`config.mk`:
```
export PLATFORM = sky130hd
export DESIGN_NAME = miller_rabin_round_top_flat
export DESIGN_NICKNAME = d
export VERILOG_FILES = /design/src/hw/rtl/mrr_pkg.sv /design/src/hw/rtl/mrr_if.sv /design/src/hw/rtl/mrr_mulmod.sv /design/src/hw/rtl/mrr_datapath.sv /design/src/hw/rtl/mrr_ctrl.sv /design/src/hw/rtl/miller_rabin_round_top.sv /design/src/flat_wrapper.sv
export SDC_FILE = /design/constraint.sdc
export NUM_CORES = 2
export LEC_CHECK = 0
export ABC_AREA = 1
export BUFFER_PORTS_ARGS = -buffer_cell sky130_fd_sc_hd__buf_2
export CAP_MARGIN = 20
export CELL_PAD_IN_SITES_DETAIL_PLACEMENT = 1
export CELL_PAD_IN_SITES_GLOBAL_PLACEMENT = 2
export CORE_ASPECT_RATIO = 0.9
export CORE_UTILIZATION = 37
export DETAILED_ROUTE_END_ITERATION = 12
export GPL_ROUTABILITY_DRIVEN = 0
export PLACE_DENSITY_LB_ADDON = 0.3
export SYNTH_ARGS = -nofsm -noshare
export SYNTH_HDL_FRONTEND = slang
export SYNTH_SLANG_ARGS = --single-unit
export TNS_END_PERCENT = 50
```
`constraint.sdc`:
```
create_clock -name clk -period 9.11 [get_ports clk]
set_input_delay 1.822 -clock clk [delete_from_list [all_inputs] [get_ports clk]]
set_output_delay 1.822 -clock clk [all_outputs]
set_load 0.05 [all_outputs]
```
`src/hw/rtl/mrr_pkg.sv`:
```
// ----------------------------------------------------------------------------
// mrr_pkg
// Shared constants and controller/datapath types for the Miller-Rabin round.
// ----------------------------------------------------------------------------
package mrr_pkg;

  // Default arithmetic width and the fixed width of the channel fields.
  localparam int unsigned NUMBER_WIDTH_DEF = 63;
  localparam int unsigned FIELD_W          = 63;

  // Operand selection for the modular multiplier.
  typedef enum logic [1:0] {
    MUL_ACC_BASE  = 2'd0,
    MUL_BASE_BASE = 2'd1,
    MUL_Y_Y       = 2'd2
  } mul_sel_t;

  // Commands from the controller to the datapath.
  typedef struct packed {
    logic     load;
    logic     split_shift;
    logic     div_step;
    logic     mul_start;
    mul_sel_t mul_sel;
    logic     exp_shift;
    logic     t_dec;
    logic     set_verdict;
    logic     verdict;
  } mrr_cmd_t;

  // Status from the datapath to the controller.
  typedef struct packed {
    logic trivial;
    logic is_two;
    logic div_last;
    logic mul_done;
    logic e_zero;
    logic e_lsb;
    logic e_one;
    logic t_zero;
    logic sq_fail;
    logic acc_one;
  } mrr_status_t;

endpackage

```
`src/hw/rtl/mrr_if.sv`:
```
// ----------------------------------------------------------------------------
// mrr_if
// Valid/ready channel interfaces for candidates and verdicts.
// ----------------------------------------------------------------------------
interface mrr_in_if import mrr_pkg::*; ();
  logic               valid;
  logic               ready;
  logic [FIELD_W-1:0] candidate;
  logic [FIELD_W-1:0] random_word;

  modport source (output valid, output candidate, output random_word, input ready);
  modport sink   (input valid, input candidate, input random_word, output ready);
endinterface

interface mrr_out_if import mrr_pkg::*; ();
  logic               valid;
  logic               ready;
  logic               probably_prime;
  logic [FIELD_W-1:0] witness_base;

  modport source (output valid, output probably_prime, output witness_base, input ready);
  modport sink   (input valid, input probably_prime, input witness_base, output ready);
endinterface

```
`src/hw/rtl/mrr_mulmod.sv`:
```
// ----------------------------------------------------------------------------
// mrr_mulmod
// Bit-serial modular multiplier: MSB-first double-and-add, one modular
// addition per cycle, so every intermediate value stays below the modulus.
// ----------------------------------------------------------------------------
module mrr_mulmod import mrr_pkg::*; #(
  parameter int unsigned NUMBER_WIDTH = NUMBER_WIDTH_DEF
) (
  input  logic                    clk,
  input  logic                    rst_n,
  input  logic                    start,
  input  logic [NUMBER_WIDTH-1:0] op_x,
  input  logic [NUMBER_WIDTH-1:0] op_y,
  input  logic [NUMBER_WIDTH-1:0] modulus,
  output logic                    done,
  output logic [NUMBER_WIDTH-1:0] result
);

  localparam int unsigned W  = NUMBER_WIDTH;
  localparam int unsigned CW = $clog2(W);

  logic          busy_r, busy_nxt;
  logic          done_r, done_nxt;
  logic          add_ph_r, add_ph_nxt;
  logic [CW-1:0] idx_r, idx_nxt;
  logic [W-1:0]  x_r, m_r;
  logic [W-1:0]  y_r, y_nxt;
  logic [W-1:0]  acc_r, acc_nxt;

  logic [W-1:0]  add_b;
  logic [W:0]    sum;
  logic [W+1:0]  diff;
  logic [W-1:0]  sum_mod;

  // One modular addition: doubling in the first phase, adding x in the second.
  always_comb begin
    add_b   = add_ph_r ? x_r : acc_r;
    sum     = {1'b0, acc_r} + {1'b0, add_b};
    diff    = {1'b0, sum} - {2'b00, m_r};
    sum_mod = diff[W+1] ? sum[W-1:0] : diff[W-1:0];
  end

  // Step sequencing over the multiplier bits.
  always_comb begin
    busy_nxt   = busy_r;
    done_nxt   = 1'b0;
    add_ph_nxt = add_ph_r;
    idx_nxt    = idx_r;
    y_nxt      = y_r;
    acc_nxt    = acc_r;
    if (start) begin
      busy_nxt   = 1'b1;
      add_ph_nxt = 1'b0;
      idx_nxt    = CW'(W - 1);
      y_nxt      = op_y;
      acc_nxt    = '0;
    end else if (busy_r) begin
      acc_nxt = sum_mod;
      if (!add_ph_r && y_r[W-1]) begin
        add_ph_nxt = 1'b1;
      end else begin
        add_ph_nxt = 1'b0;
        y_nxt      = y_r << 1;
        idx_nxt    = idx_r - CW'(1);
        if (idx_r == '0) begin
          busy_nxt = 1'b0;
          done_nxt = 1'b1;
        end
      end
    end
  end

  // Control registers.
  always_ff @(posedge clk) begin
    if (!rst_n) begin
      busy_r <= 1'b0;
      done_r <= 1'b0;
    end else begin
      busy_r <= busy_nxt;
      done_r <= done_nxt;
    end
  end

  // Operand and accumulator registers.
  always_ff @(posedge clk) begin
    add_ph_r <= add_ph_nxt;
    idx_r    <= idx_nxt;
    y_r      <= y_nxt;
    acc_r    <= acc_nxt;
    if (start) begin
      x_r <= op_x;
      m_r <= modulus;
    end
  end

  assign done   = done_r;
  assign result = acc_r;

endmodule

```
`src/hw/rtl/mrr_datapath.sv`:
```
// ----------------------------------------------------------------------------
// mrr_datapath
// Candidate registers, exponent split, base reduction by restoring division,
// modular exponentiation registers and the verdict register.
// ----------------------------------------------------------------------------
module mrr_datapath import mrr_pkg::*; #(
  parameter int unsigned NUMBER_WIDTH = NUMBER_WIDTH_DEF
) (
  input  logic               clk,
  input  logic               rst_n,
  input  mrr_cmd_t           cmd,
  output mrr_status_t        st,
  input  logic [FIELD_W-1:0] in_candidate,
  input  logic [FIELD_W-1:0] in_random_word,
  output logic               out_probably_prime,
  output logic [FIELD_W-1:0] out_witness_base
);

  localparam int unsigned W  = NUMBER_WIDTH;
  localparam int unsigned CW = $clog2(W);

  logic [W-1:0]  n_r, nm1_r, r_r, e_r;
  logic [CW-1:0] t_r, div_idx_r;
  logic [W-1:0]  rem_r, a_r, base_r, acc_r;
  mul_sel_t      dest_r;
  logic          prev_ok_r, sq_fail_r, verdict_r;

  logic [W-1:0]  cand_w;
  logic [W:0]    rem_sh;
  logic [W-1:0]  rem_new;
  logic [W-1:0]  mul_x, mul_y, mul_res;
  logic          mul_done;
  logic          trivial;

  assign cand_w = W'(in_candidate);

  // Restoring division step: one dividend bit per cycle while div_step is set.
  always_comb begin
    rem_sh  = {rem_r, r_r[div_idx_r]};
    rem_new = (rem_sh >= {1'b0, nm1_r}) ? W'(rem_sh - {1'b0, nm1_r}) : rem_sh[W-1:0];
  end

  // Multiplier operand selection.
  always_comb begin
    case (cmd.mul_sel)
      MUL_ACC_BASE: begin
        mul_x = acc_r;
        mul_y = base_r;
      end
      MUL_BASE_BASE: begin
        mul_x = base_r;
        mul_y = base_r;
      end
      MUL_Y_Y: begin
        mul_x = acc_r;
        mul_y = acc_r;
      end
      default: begin
        mul_x = acc_r;
        mul_y = acc_r;
      end
    endcase
  end

  mrr_mulmod #(
    .NUMBER_WIDTH (NUMBER_WIDTH)
  ) u_mulmod (
    .clk     (clk),
    .rst_n   (rst_n),
    .start   (cmd.mul_start),
    .op_x    (mul_x),
    .op_y    (mul_y),
    .modulus (n_r),
    .done    (mul_done),
    .result  (mul_res)
  );

  // Working registers, updated on controller commands.
  always_ff @(posedge clk) begin
    if (cmd.load) begin
      n_r       <= cand_w;
      nm1_r     <= cand_w - W'(1);
      e_r       <= cand_w - W'(1);
      t_r       <= '0;
      r_r       <= W'(in_random_word);
      div_idx_r <= CW'(W - 1);
      rem_r     <= '0;
      acc_r     <= W'(1);
      sq_fail_r <= 1'b0;
    end else begin
      if (cmd.split_shift) begin
        e_r <= e_r >> 1;
        t_r <= t_r + CW'(1);
      end
      if (cmd.exp_shift) begin
        e_r <= e_r >> 1;
      end
      if (cmd.t_dec) begin
        t_r <= t_r - CW'(1);
      end
      if (cmd.div_step) begin
        rem_r     <= rem_new;
        div_idx_r <= div_idx_r - CW'(1);
        if (div_idx_r == '0) begin
          a_r    <= rem_new + W'(1);
          base_r <= rem_new + W'(1);
        end
      end
      if (cmd.mul_start) begin
        dest_r    <= cmd.mul_sel;
        prev_ok_r <= (acc_r == W'(1)) || (acc_r == nm1_r);
      end
      // Write back the finished product.
      if (mul_done) begin
        case (dest_r)
          MUL_BASE_BASE: base_r <= mul_res;
          MUL_Y_Y: begin
            acc_r     <= mul_res;
            sq_fail_r <= (mul_res == W'(1)) && !prev_ok_r;
          end
          default: acc_r <= mul_res;
        endcase
      end
    end
    if (cmd.set_verdict) begin
      verdict_r <= cmd.verdict;
    end
  end

  // Status toward the controller.
  assign trivial     = !n_r[0] || (n_r == W'(1));
  assign st.trivial  = trivial;
  assign st.is_two   = (n_r == W'(2));
  assign st.div_last = (div_idx_r == '0);
  assign st.mul_done = mul_done;
  assign st.e_zero   = (e_r == '0);
  assign st.e_lsb    = e_r[0];
  assign st.e_one    = (e_r == W'(1));
  assign st.t_zero   = (t_r == '0);
  assign st.sq_fail  = sq_fail_r;
  assign st.acc_one  = (acc_r == W'(1));

  // Result payload.
  assign out_probably_prime = verdict_r;
  assign out_witness_base   = trivial ? '0 : FIELD_W'(a_r);

endmodule

```
`src/hw/rtl/mrr_ctrl.sv`:
```
// ----------------------------------------------------------------------------
// mrr_ctrl
// Sequencer for one Miller-Rabin round: trivial check, split of n-1, base
// reduction, square-and-multiply exponentiation, squaring loop and output.
// ----------------------------------------------------------------------------
module mrr_ctrl import mrr_pkg::*; (
  input  logic        clk,
  input  logic        rst_n,
  input  logic        in_valid,
  output logic        in_ready,
  output logic        out_valid,
  input  logic        out_ready,
  input  mrr_status_t st,
  output mrr_cmd_t    cmd
);

  typedef enum logic [10:0] {
    S_IDLE  = 11'b000_0000_0001,
    S_CHECK = 11'b000_0000_0010,
    S_SPLIT = 11'b000_0000_0100,
    S_DIV   = 11'b000_0000_1000,
    S_POW   = 11'b000_0001_0000,
    S_MUL_A = 11'b000_0010_0000,
    S_SQB   = 11'b000_0100_0000,
    S_MUL_B = 11'b000_1000_0000,
    S_SQ    = 11'b001_0000_0000,
    S_MUL_Y = 11'b010_0000_0000,
    S_OUT   = 11'b100_0000_0000
  } state_t;

  state_t state_r, state_nxt;

  // Next state and command decode.
  always_comb begin
    state_nxt = state_r;
    cmd       = '0;
    cmd.mul_sel = MUL_ACC_BASE;
    unique case (state_r)
      S_IDLE: begin
        if (in_valid) begin
          cmd.load  = 1'b1;
          state_nxt = S_CHECK;
        end
      end
      S_CHECK: begin
        if (st.trivial) begin
          cmd.set_verdict = 1'b1;
          cmd.verdict     = st.is_two;
          state_nxt       = S_OUT;
        end else begin
          state_nxt = S_SPLIT;
        end
      end
      S_SPLIT: begin
        if (st.e_lsb) begin
          state_nxt = S_DIV;
        end else begin
          cmd.split_shift = 1'b1;
        end
      end
      S_DIV: begin
        cmd.div_step = 1'b1;
        if (st.div_last) begin
          state_nxt = S_POW;
        end
      end
      // Square-and-multiply over the odd part of n-1, LSB first.
      S_POW: begin
        if (st.e_zero) begin
          state_nxt = S_SQ;
        end else if (st.e_lsb) begin
          cmd.mul_start = 1'b1;
          cmd.mul_sel   = MUL_ACC_BASE;
          state_nxt     = S_MUL_A;
        end else begin
          state_nxt = S_SQB;
        end
      end
      S_MUL_A: begin
        if (st.mul_done) begin
          state_nxt = S_SQB;
        end
      end
      S_SQB: begin
        if (st.e_one) begin
          cmd.exp_shift = 1'b1;
          state_nxt     = S_SQ;
        end else begin
          cmd.mul_start = 1'b1;
          cmd.mul_sel   = MUL_BASE_BASE;
          state_nxt     = S_MUL_B;
        end
      end
      S_MUL_B: begin
        if (st.mul_done) begin
          cmd.exp_shift = 1'b1;
          state_nxt     = S_POW;
        end
      end
      // Repeated squaring with the nontrivial square root check.
      S_SQ: begin
        if (st.sq_fail) begin
          cmd.set_verdict = 1'b1;
          cmd.verdict     = 1'b0;
          state_nxt       = S_OUT;
        end else if (st.t_zero) begin
          cmd.set_verdict = 1'b1;
          cmd.verdict     = st.acc_one;
          state_nxt       = S_OUT;
        end else begin
          cmd.mul_start = 1'b1;
          cmd.mul_sel   = MUL_Y_Y;
          cmd.t_dec     = 1'b1;
          state_nxt     = S_MUL_Y;
        end
      end
      S_MUL_Y: begin
        if (st.mul_done) begin
          state_nxt = S_SQ;
        end
      end
      S_OUT: begin
        if (out_ready) begin
          state_nxt = S_IDLE;
        end
      end
      default: begin
        state_nxt = S_IDLE;
      end
    endcase
  end

  // State register.
  always_ff @(posedge clk) begin
    if (!rst_n) begin
      state_r <= S_IDLE;
    end else begin
      state_r <= state_nxt;
    end
  end

  assign in_ready  = (state_r == S_IDLE);
  assign out_valid = (state_r == S_OUT);

endmodule

```
`src/hw/rtl/miller_rabin_round_top.sv`:
```
// ----------------------------------------------------------------------------
// miller_rabin_round_top
// One Miller-Rabin round on a candidate below 2^63 per input transfer.
// ----------------------------------------------------------------------------
// Usage: each transfer on in_chan carries a candidate and a random word; one
// transfer on out_chan later returns the verdict and the witness base used.
// Items are processed one at a time: in_chan.ready is high only while the
// block is idle, and goes high again in the cycle after the result transfer.
// Candidates 0, 1, 2 and even values go from the check to the output with base 0.
// Other candidates run the split of n-1 = x * 2^t, the base reduction by
// division and M multiplications in the bit-serial modular multiplier, which
// does one modular addition per cycle while busy; M is at most
// bits(x) - 1 + ones(x) + t.
// Reset (synchronous, active low) returns the sequencer to idle; no item is
// kept. While out_chan.ready is low the result is held stable on out_chan
// and no new candidate is taken.
// ----------------------------------------------------------------------------
module miller_rabin_round_top import mrr_pkg::*; #(
  parameter int unsigned NUMBER_WIDTH = NUMBER_WIDTH_DEF
) (
  input  logic             clk,
  input  logic             rst_n,
  mrr_in_if.sink           in_chan,
  mrr_out_if.source        out_chan
);

  mrr_cmd_t    cmd;
  mrr_status_t st;

  mrr_ctrl u_ctrl (
    .clk       (clk),
    .rst_n     (rst_n),
    .in_valid  (in_chan.valid),
    .in_ready  (in_chan.ready),
    .out_valid (out_chan.valid),
    .out_ready (out_chan.ready),
    .st        (st),
    .cmd       (cmd)
  );

  mrr_datapath #(
    .NUMBER_WIDTH (NUMBER_WIDTH)
  ) u_datapath (
    .clk                (clk),
    .rst_n              (rst_n),
    .cmd                (cmd),
    .st                 (st),
    .in_candidate       (in_chan.candidate),
    .in_random_word     (in_chan.random_word),
    .out_probably_prime (out_chan.probably_prime),
    .out_witness_base   (out_chan.witness_base)
  );

endmodule

```
`src/flat_wrapper.sv`:
```
// flat-port wrapper written by rule: the top's interface ports become plain ports
module miller_rabin_round_top_flat import mrr_pkg::*;
#(
  parameter int unsigned NUMBER_WIDTH = NUMBER_WIDTH_DEF
)
  (clk, rst_n, in_chan_valid, in_chan_candidate, in_chan_random_word, in_chan_ready, out_chan_valid, out_chan_probably_prime, out_chan_witness_base, out_chan_ready);
  mrr_in_if in_chan_i ();
  mrr_out_if out_chan_i ();
  input  logic clk;
  input  logic rst_n;
  input wire logic [$bits(in_chan_i.valid)-1:0] in_chan_valid;
  input wire logic [$bits(in_chan_i.candidate)-1:0] in_chan_candidate;
  input wire logic [$bits(in_chan_i.random_word)-1:0] in_chan_random_word;
  output wire logic [$bits(in_chan_i.ready)-1:0] in_chan_ready;
  output wire logic [$bits(out_chan_i.valid)-1:0] out_chan_valid;
  output wire logic [$bits(out_chan_i.probably_prime)-1:0] out_chan_probably_prime;
  output wire logic [$bits(out_chan_i.witness_base)-1:0] out_chan_witness_base;
  input wire logic [$bits(out_chan_i.ready)-1:0] out_chan_ready;
  assign in_chan_i.valid = in_chan_valid;
  assign in_chan_i.candidate = in_chan_candidate;
  assign in_chan_i.random_word = in_chan_random_word;
  assign in_chan_ready = in_chan_i.ready;
  assign out_chan_valid = out_chan_i.valid;
  assign out_chan_probably_prime = out_chan_i.probably_prime;
  assign out_chan_witness_base = out_chan_i.witness_base;
  assign out_chan_i.ready = out_chan_ready;
  miller_rabin_round_top #(.NUMBER_WIDTH(NUMBER_WIDTH)) u_core (.clk(clk), .rst_n(rst_n), .in_chan(in_chan_i), .out_chan(out_chan_i));
endmodule
```
; Word level (Yosys, flattened, before mapping)
; Cells that the tools add are included.
[op_classes]
n_addsub = 9
mul = 0
div = 0
magnitude_cmp = 2
eq_ne = 28
n_shift = 0
n_mux = 61
bitwise_logic = 5
reduce_logical = 24
[ops]
columns = operator, count
row1 = 63-bit two-way mux, 16
row2 = "63-bit by 1-bit equality test with 1-bit output, second input constant", 4
row3 = 11-bit two-way mux, 11
row4 = 11-bit case mux with 11 select lines, 1
row5 = 64-bit by 63-bit subtractor with 65-bit output, 1
row6 = 63-bit by 63-bit adder with 64-bit output, 1
row7 = 64-bit by 63-bit greater-or-equal comparator with 1-bit output, 1
row8 = "63-bit by 1-bit adder with 63-bit output, second input constant", 1
row9 = "63-bit by 2-bit equality test with 1-bit output, second input constant", 1
row10 = 63-bit equality test, 1
row11 = 63-bit logical NOT, 1
row12 = "63-bit by 1-bit subtractor with 63-bit output, second input constant", 1
row13 = 63-bit subtractor, 1
row14 = 6-bit logical NOT, 3
row15 = "6-bit by 1-bit subtractor with 6-bit output, second input constant", 3
row16 = 1-bit two-way mux, 17
row17 = 3-bit two-way mux, 5
row18 = 6-bit two-way mux, 2
row19 = "11-bit by 1-bit equality test with 1-bit output, second input constant", 1
row20 = "11-bit by 10-bit equality test with 1-bit output, second input constant", 1
row21 = "11-bit equality test, second input constant", 1
row22 = "11-bit by 2-bit equality test with 1-bit output, second input constant", 1
row23 = "11-bit by 3-bit equality test with 1-bit output, second input constant", 1
row24 = "11-bit by 4-bit equality test with 1-bit output, second input constant", 1
row25 = 30 further kinds, 52
[word_totals]
ff_bits = 793
latch_bits = 0
mem_bits_rw = 0
romBits = 0
in_bits = 130
out_inout_bits = 66
wordCells = 152
mem_count = 0

; Longest topological paths before layout
[depth]
depth_word = 9
depth_mapped = 43
depth_no_buf = 40

; Hierarchy
; From an unflattened synthesis, not the netlist that was laid out.
[unflattened]
cells_unflattened = 8054
area_unflattened_um2 = 55189.2
[by_module_without_submodules]
columns = module, instances, cells_each, area_per_inst_um2, seq_area_each_um2
row1 = mrr_datapath, 1, 4738, 33638.5, 14253.7
row2 = mrr_mulmod, 1, 3170, 20714.9, 7116.8
row3 = mrr_ctrl, 1, 146, 835.8, 220.2

; Least setup slack after synthesis
; No wires, ideal clock.
[synth_timing]
path_type = input to register
startpoint = input port in_chan_valid
endpoint = register u_core.u_datapath.n_r[0] (enable)
setup_ps = 627
arrival_ps = 7443
required_ps = 8483
setup_slack_ps = 1039
cell_stages = 3
path_buffers = 1
cell_sequence = inv_1 nor2_1 clkbuf_1
[synth_rtl]
columns = element, line_no
row1 = start: declaration, flat_wrapper.sv:11  ; input wire logic [$bits(in_chan_i.valid)-1:0] in_chan_valid;
row2 = end signal: assignment, mrr_datapath.sv:81  ; n_r <= cand_w;
row3 = end: declaration, mrr_datapath.sv:22  ; logic [W-1:0] n_r, nm1_r, r_r, e_r;

; Final worst setup path
[layout_timing]
startpoint = register u_core.u_datapath.u_mulmod.add_ph_r
endpoint = register u_core.u_datapath.u_mulmod.acc_r[53], in the netlist u_core.u_datapath.u_mulmod.result[53]
[layout_between]
elab_chain_cells = 4
[layout_lines]
columns = element, line_no
row1 = start: declaration, mrr_mulmod.sv:24  ; logic add_ph_r, add_ph_nxt;
row2 = start signal: assignment, mrr_mulmod.sv:86  ; add_ph_r <= add_ph_nxt;
row3 = 63-bit two-way mux *, mrr_mulmod.sv:37  ; add_b = add_ph_r ? x_r : acc_r;
row4 = 63-bit by 63-bit adder with 64-bit output *, mrr_mulmod.sv:38  ; sum = {1'b0, acc_r} + {1'b0, add_b};
row5 = 64-bit by 63-bit subtractor with 65-bit output, mrr_mulmod.sv:39  ; diff = {1'b0, sum} - {2'b00, m_r};
row6 = 63-bit two-way mux *, mrr_mulmod.sv:40  ; sum_mod = diff[W+1] ? sum[W-1:0] : diff[W-1:0];
row7 = end signal: assignment, mrr_mulmod.sv:89  ; acc_r <= acc_nxt;
row8 = end: declaration, mrr_mulmod.sv:28  ; logic [W-1:0] acc_r, acc_nxt;
; Every way passes the cells marked *; elsewhere a longest branch is shown, timed or not.
; A chain may end at the register's enable or synchronous reset.

==> run summary <==
The maximum number of buffers from clock root to sink is 3. The path type of the worst min-delay path is reg -> reg. The worst clock skew came out at ~0.074 ns. Setup repair after global routing left no endpoint under its margin. In this run the top signal layer used is met5.

The later pin in the worst-skew pair is clocked with a latency of 0.76 ns. The via total after detailed routing is 51.3k. The wire length on met1 is between 100,000 and 150,000 um. The flow ran to the end, and the final reports show no timing, DRC or antenna violations. The cell count after synthesis came out at between 7k and 8k. The largest stage delay on the critical path came out at a little under 0.9 ns. Dividing the detail-routed wire length by the instance count gives roughly 24 um. The sequential cell area fraction in the yosys report came out at 0.405.

The post-CTS resize count came out at 0. The wire-length estimate of the detail-placed layout is 186,000 um. The cell with the largest stage delay on the worst path is sky130_fd_sc_hd__o21ai_0. The worst setup path is of the reg -> reg kind. The wire length on met3 is around 18,000 um. The final period utilization came out at 0.919. The synthesis warning total is 0.

For the worst setup path, the data required time is approximately 10 ns. For this design the ratio of total power to cell area is 180 nW/um^2. After filler insertion, the fill cell instance count of the layout stands at roughly 18k. The global-route wire length before repair came out at roughly 330,000 um.

The area growth from synthesis to layout came out at 11.6%. The clock-pin slew on the worst setup and hold paths is about 0.060 ns. The largest net degree at the start of global routing is approximately 140.

The post-route setup TNS came out at 0 ns. The final standard cell count with taps included and fillers excluded came out at 9,472. In the routed design, unresolved DRC markers number 0. The count of different cell masters after synthesis came out at a little under 60. For this design, the CTS-stage hold fixing added 0 buffers. The routed wire length came out at approximately 230,000 um. Setup violations remaining at the end of the flow were counted as 0. The worst hold margin is about 0.45 ns.

After global routing the overflow that remains totals 0. In this run the tool buffered the top-level ports with between 150 and 200 buffer cells. The number of clock buffers inserted by TritonCTS came out at 94. Of the cells placed in the final design, the portion with a size suffix greater than 1 is 0.0681. The count of endpoints failing hold in the final timing report is 0.

The worst setup path is captured at a flip-flop. The mean instance size in the synthesized netlist came out at just over 7 sq um. The number of antenna violations at the first check in global routing came out at 12. The violation count after the first detailed-routing iteration came out at between 4k and 5k. The headroom to the max-slew limit came out at 0.264.

The clock tree synthesis step divided the H-tree into 3 levels. The multi-input combinational cell area is about 26,000 sq um. After synthesis the cells add up to ~53,000 sq um. The area share of the largest cell type after synthesis came out at 0.322. The total die area came out at between 100,000 and 150,000 sq um. Timing would allow up to about 0.12 GHz. The async set-reset flop share out of synthesis is 0. The final net count is 7,856. The cell sitting at the root of the clock tree is a sky130_fd_sc_hd__clkbuf_16. The peak supply drop is approximately 0.00032 V. Of all nets on the critical path, the largest fanout is 74.

between 150 and 200 I/O pins were placed. The number of pins with negative max-slew slack in the final report came out at 0. The number of nets with antenna violations after detailed routing is 0. By area the synthesized netlist is led by sky130_fd_sc_hd__edfxtp_1 32%, sky130_fd_sc_hd__nand2_1 14%, sky130_fd_sc_hd__inv_1 8.5%. The dominant cell by count in the synthesized netlist is sky130_fd_sc_hd__nand2_1.

At the worst endpoint, the arrival time is roughly 9 ns. The initial core utilization came out at 0.374. STA classifies the critical path startpoint as a flip-flop. The mean number of vias per cell is 5.42. The via count of the first global-routing pass is between 50k and 60k. The static leakage is approximately 0.027 uW. The number of flops mapped to enable cells by yosys is 571. TritonCTS built the clock tree. Including well taps, the total number of placed cells is 9,288. Row generation in the floorplan step produced ~130 rows. The synthesized design contains ~790 register bits. The height of the die came out at approximately 360 um. The actual slew at the worst max-slew pin came out at roughly 1.1 ns. The register cell area after layout came out at 21,600 sq um.

The horizontal extent of the die came out at between 400 and 500 um. By count the netlist is led by 1,990 x sky130_fd_sc_hd__nand2_1, 1,203 x sky130_fd_sc_hd__inv_1, 807 x sky130_fd_sc_hd__nor2_1, 571 x sky130_fd_sc_hd__edfxtp_1, 515 x sky130_fd_sc_hd__a21oi_1. After floorplanning, the core was sized to cover approximately 140,000 sq um. The count of buffers added by post-CTS timing repair for setup came out at 0. Across the run, the number of max-cap violations was 0.

The met2 wire length came out at ~100,000 um. For this run, the total global-route usage over all layers was measured as 0.308. The clock net in this run drives a total of approximately 790 sinks.

The detailed-routing iteration count for the pre-antenna-repair pass came out at 6. The most used flip-flop cell after synthesis is sky130_fd_sc_hd__edfxtp_1. The number of nets handed over by synthesis was roughly 7.7k.

The cell type contributing the most total cell area after synthesis is sky130_fd_sc_hd__edfxtp_1. The worst path in the final design needs a cycle of around 8.4 ns, including I/O delays and setup.
per-layer routing:
metal,up-vias,track usage
met3,361,0.0637
met5,-,0
met2,1790,0.468
met1,24950,0.429
met4,6,0.115
li1,24216,-
flip-flops by register name, indices dropped and copies added, names as in the netlist, 11 cells and up:
signal / cells
u_core.u_datapath.u_mulmod.result: 63
u_core.u_datapath.e_r: 63
u_core.u_datapath.u_mulmod.y_r: 63
u_core.u_ctrl.state_r: 11
u_core.u_datapath.u_mulmod.x_r: 63
u_core.u_datapath.u_mulmod.m_r: 63
u_core.u_datapath.a_r: 63
u_core.u_datapath.acc_r: 63
u_core.u_datapath.r_r: 63
u_core.u_datapath.nm1_r: 63
u_core.u_datapath.n_r: 63
u_core.u_datapath.rem_r: 63
u_core.u_datapath.base_r: 63
layout make-up:
cell class,count,area share
multi-input combinational,5173,0.442
antenna,4,0.000168
sequential,793,0.363
timing repair buffer,231,0.0216
inverter,1231,0.0780
clock buffer,128,0.0435
clock inverter,50,0.0121
tap,1862,0.0392
cells by family (layout without fill, tap and decap cells):
family | after synthesis | in the layout | share of synthesized area
xor+xnor | 291 | 291 | 0.0480
simple gates | 3435 | 3435 | 0.268
flops | 793 | 793 | 0.405
buf+inv | 1431 | 1640 | 0.103
compound gates | 1228 | 1228 | 0.124
mux | 17 | 17 | 0.00360
fa+ha+maj | 202 | 202 | 0.0480
other cells | 0 | 4 | 0
per-stage QoR:
step           total power (uW)  worst slack (ns)  utilization  instance area [sq um]
2_1_floorplan              5950              1.04            -                  53200
4_1_cts                   10700              1.16        0.417                  59400
3_5_place_dp               6650              1.28        0.394                  56100
6_report                  10700             0.737        0.418                  59400
5_1_grt                   11100             0.202        0.418                  59400
3_3_place_gp               6590              1.42        0.394                  56100
power by group:
group          internal, uW  switching (uW)
combinational           539            1270
sequential             4470             311
clock                  2340            1740
critical path, delay by kind of cell, from the launching register on:
kind	cells	cell delay, ns
AOI/OAI and AO/OA	11	4.02
xor gates and xnor gates	1	0.24
adders and majority gates	2	0.64
buffers and inverters	2	0.87
DFF	1	0.74
and+or+nand+nor	10	1.67
worst paths after layout:
| path | startpoint | to | slack (ns) | cells past startpoint |
|---|---|---|---|---|
| max | u_core.u_datapath.u_mulmod.add_ph_r | u_core.u_datapath.u_mulmod.result[53] | 0.74 | 26 |
| min | u_core.u_datapath.u_mulmod.idx_r[0] | u_core.u_datapath.u_mulmod.idx_r[0] | 0.45 | 1 |
| max reg2reg | u_core.u_datapath.u_mulmod.add_ph_r | u_core.u_datapath.u_mulmod.result[53] | 0.74 | 26 |
| min reg2reg | u_core.u_datapath.u_mulmod.idx_r[0] | u_core.u_datapath.u_mulmod.idx_r[0] | 0.45 | 1 |
cells in the final DEF, fill, tap and decap left out, types with 14 or more instances in the layout:
cell and instances:
sky130_fd_sc_hd__clkinv_2 17, sky130_fd_sc_hd__nor3_1 69, sky130_fd_sc_hd__clkbuf_16 96, sky130_fd_sc_hd__inv_1 1201, sky130_fd_sc_hd__nand3b_1 49, sky130_fd_sc_hd__inv_2 21
sky130_fd_sc_hd__o211ai_1 54, sky130_fd_sc_hd__nand3_1 266, sky130_fd_sc_hd__o21bai_1 14, sky130_fd_sc_hd__xor2_1 125, sky130_fd_sc_hd__a31oi_1 37, sky130_fd_sc_hd__nor4_1 77
sky130_fd_sc_hd__a21oi_1 515, sky130_fd_sc_hd__o21ai_0 499, sky130_fd_sc_hd__ha_1 198, sky130_fd_sc_hd__a22oi_1 19, sky130_fd_sc_hd__clkbuf_1 26, sky130_fd_sc_hd__edfxtp_1 571
sky130_fd_sc_hd__or2_2 14, sky130_fd_sc_hd__buf_4 31, sky130_fd_sc_hd__mux2_2 17, sky130_fd_sc_hd__o21ai_1 15, sky130_fd_sc_hd__a21o_1 25, sky130_fd_sc_hd__nand2_1 1986
sky130_fd_sc_hd__buf_2 196, sky130_fd_sc_hd__nand4_1 83, sky130_fd_sc_hd__nand2_2 20, sky130_fd_sc_hd__o21a_1 18, sky130_fd_sc_hd__nor2_1 803, sky130_fd_sc_hd__nor2_2 25
sky130_fd_sc_hd__dfxtp_1 221, sky130_fd_sc_hd__xnor2_1 165
Note: power is estimated with default switching activity, not from simulation.
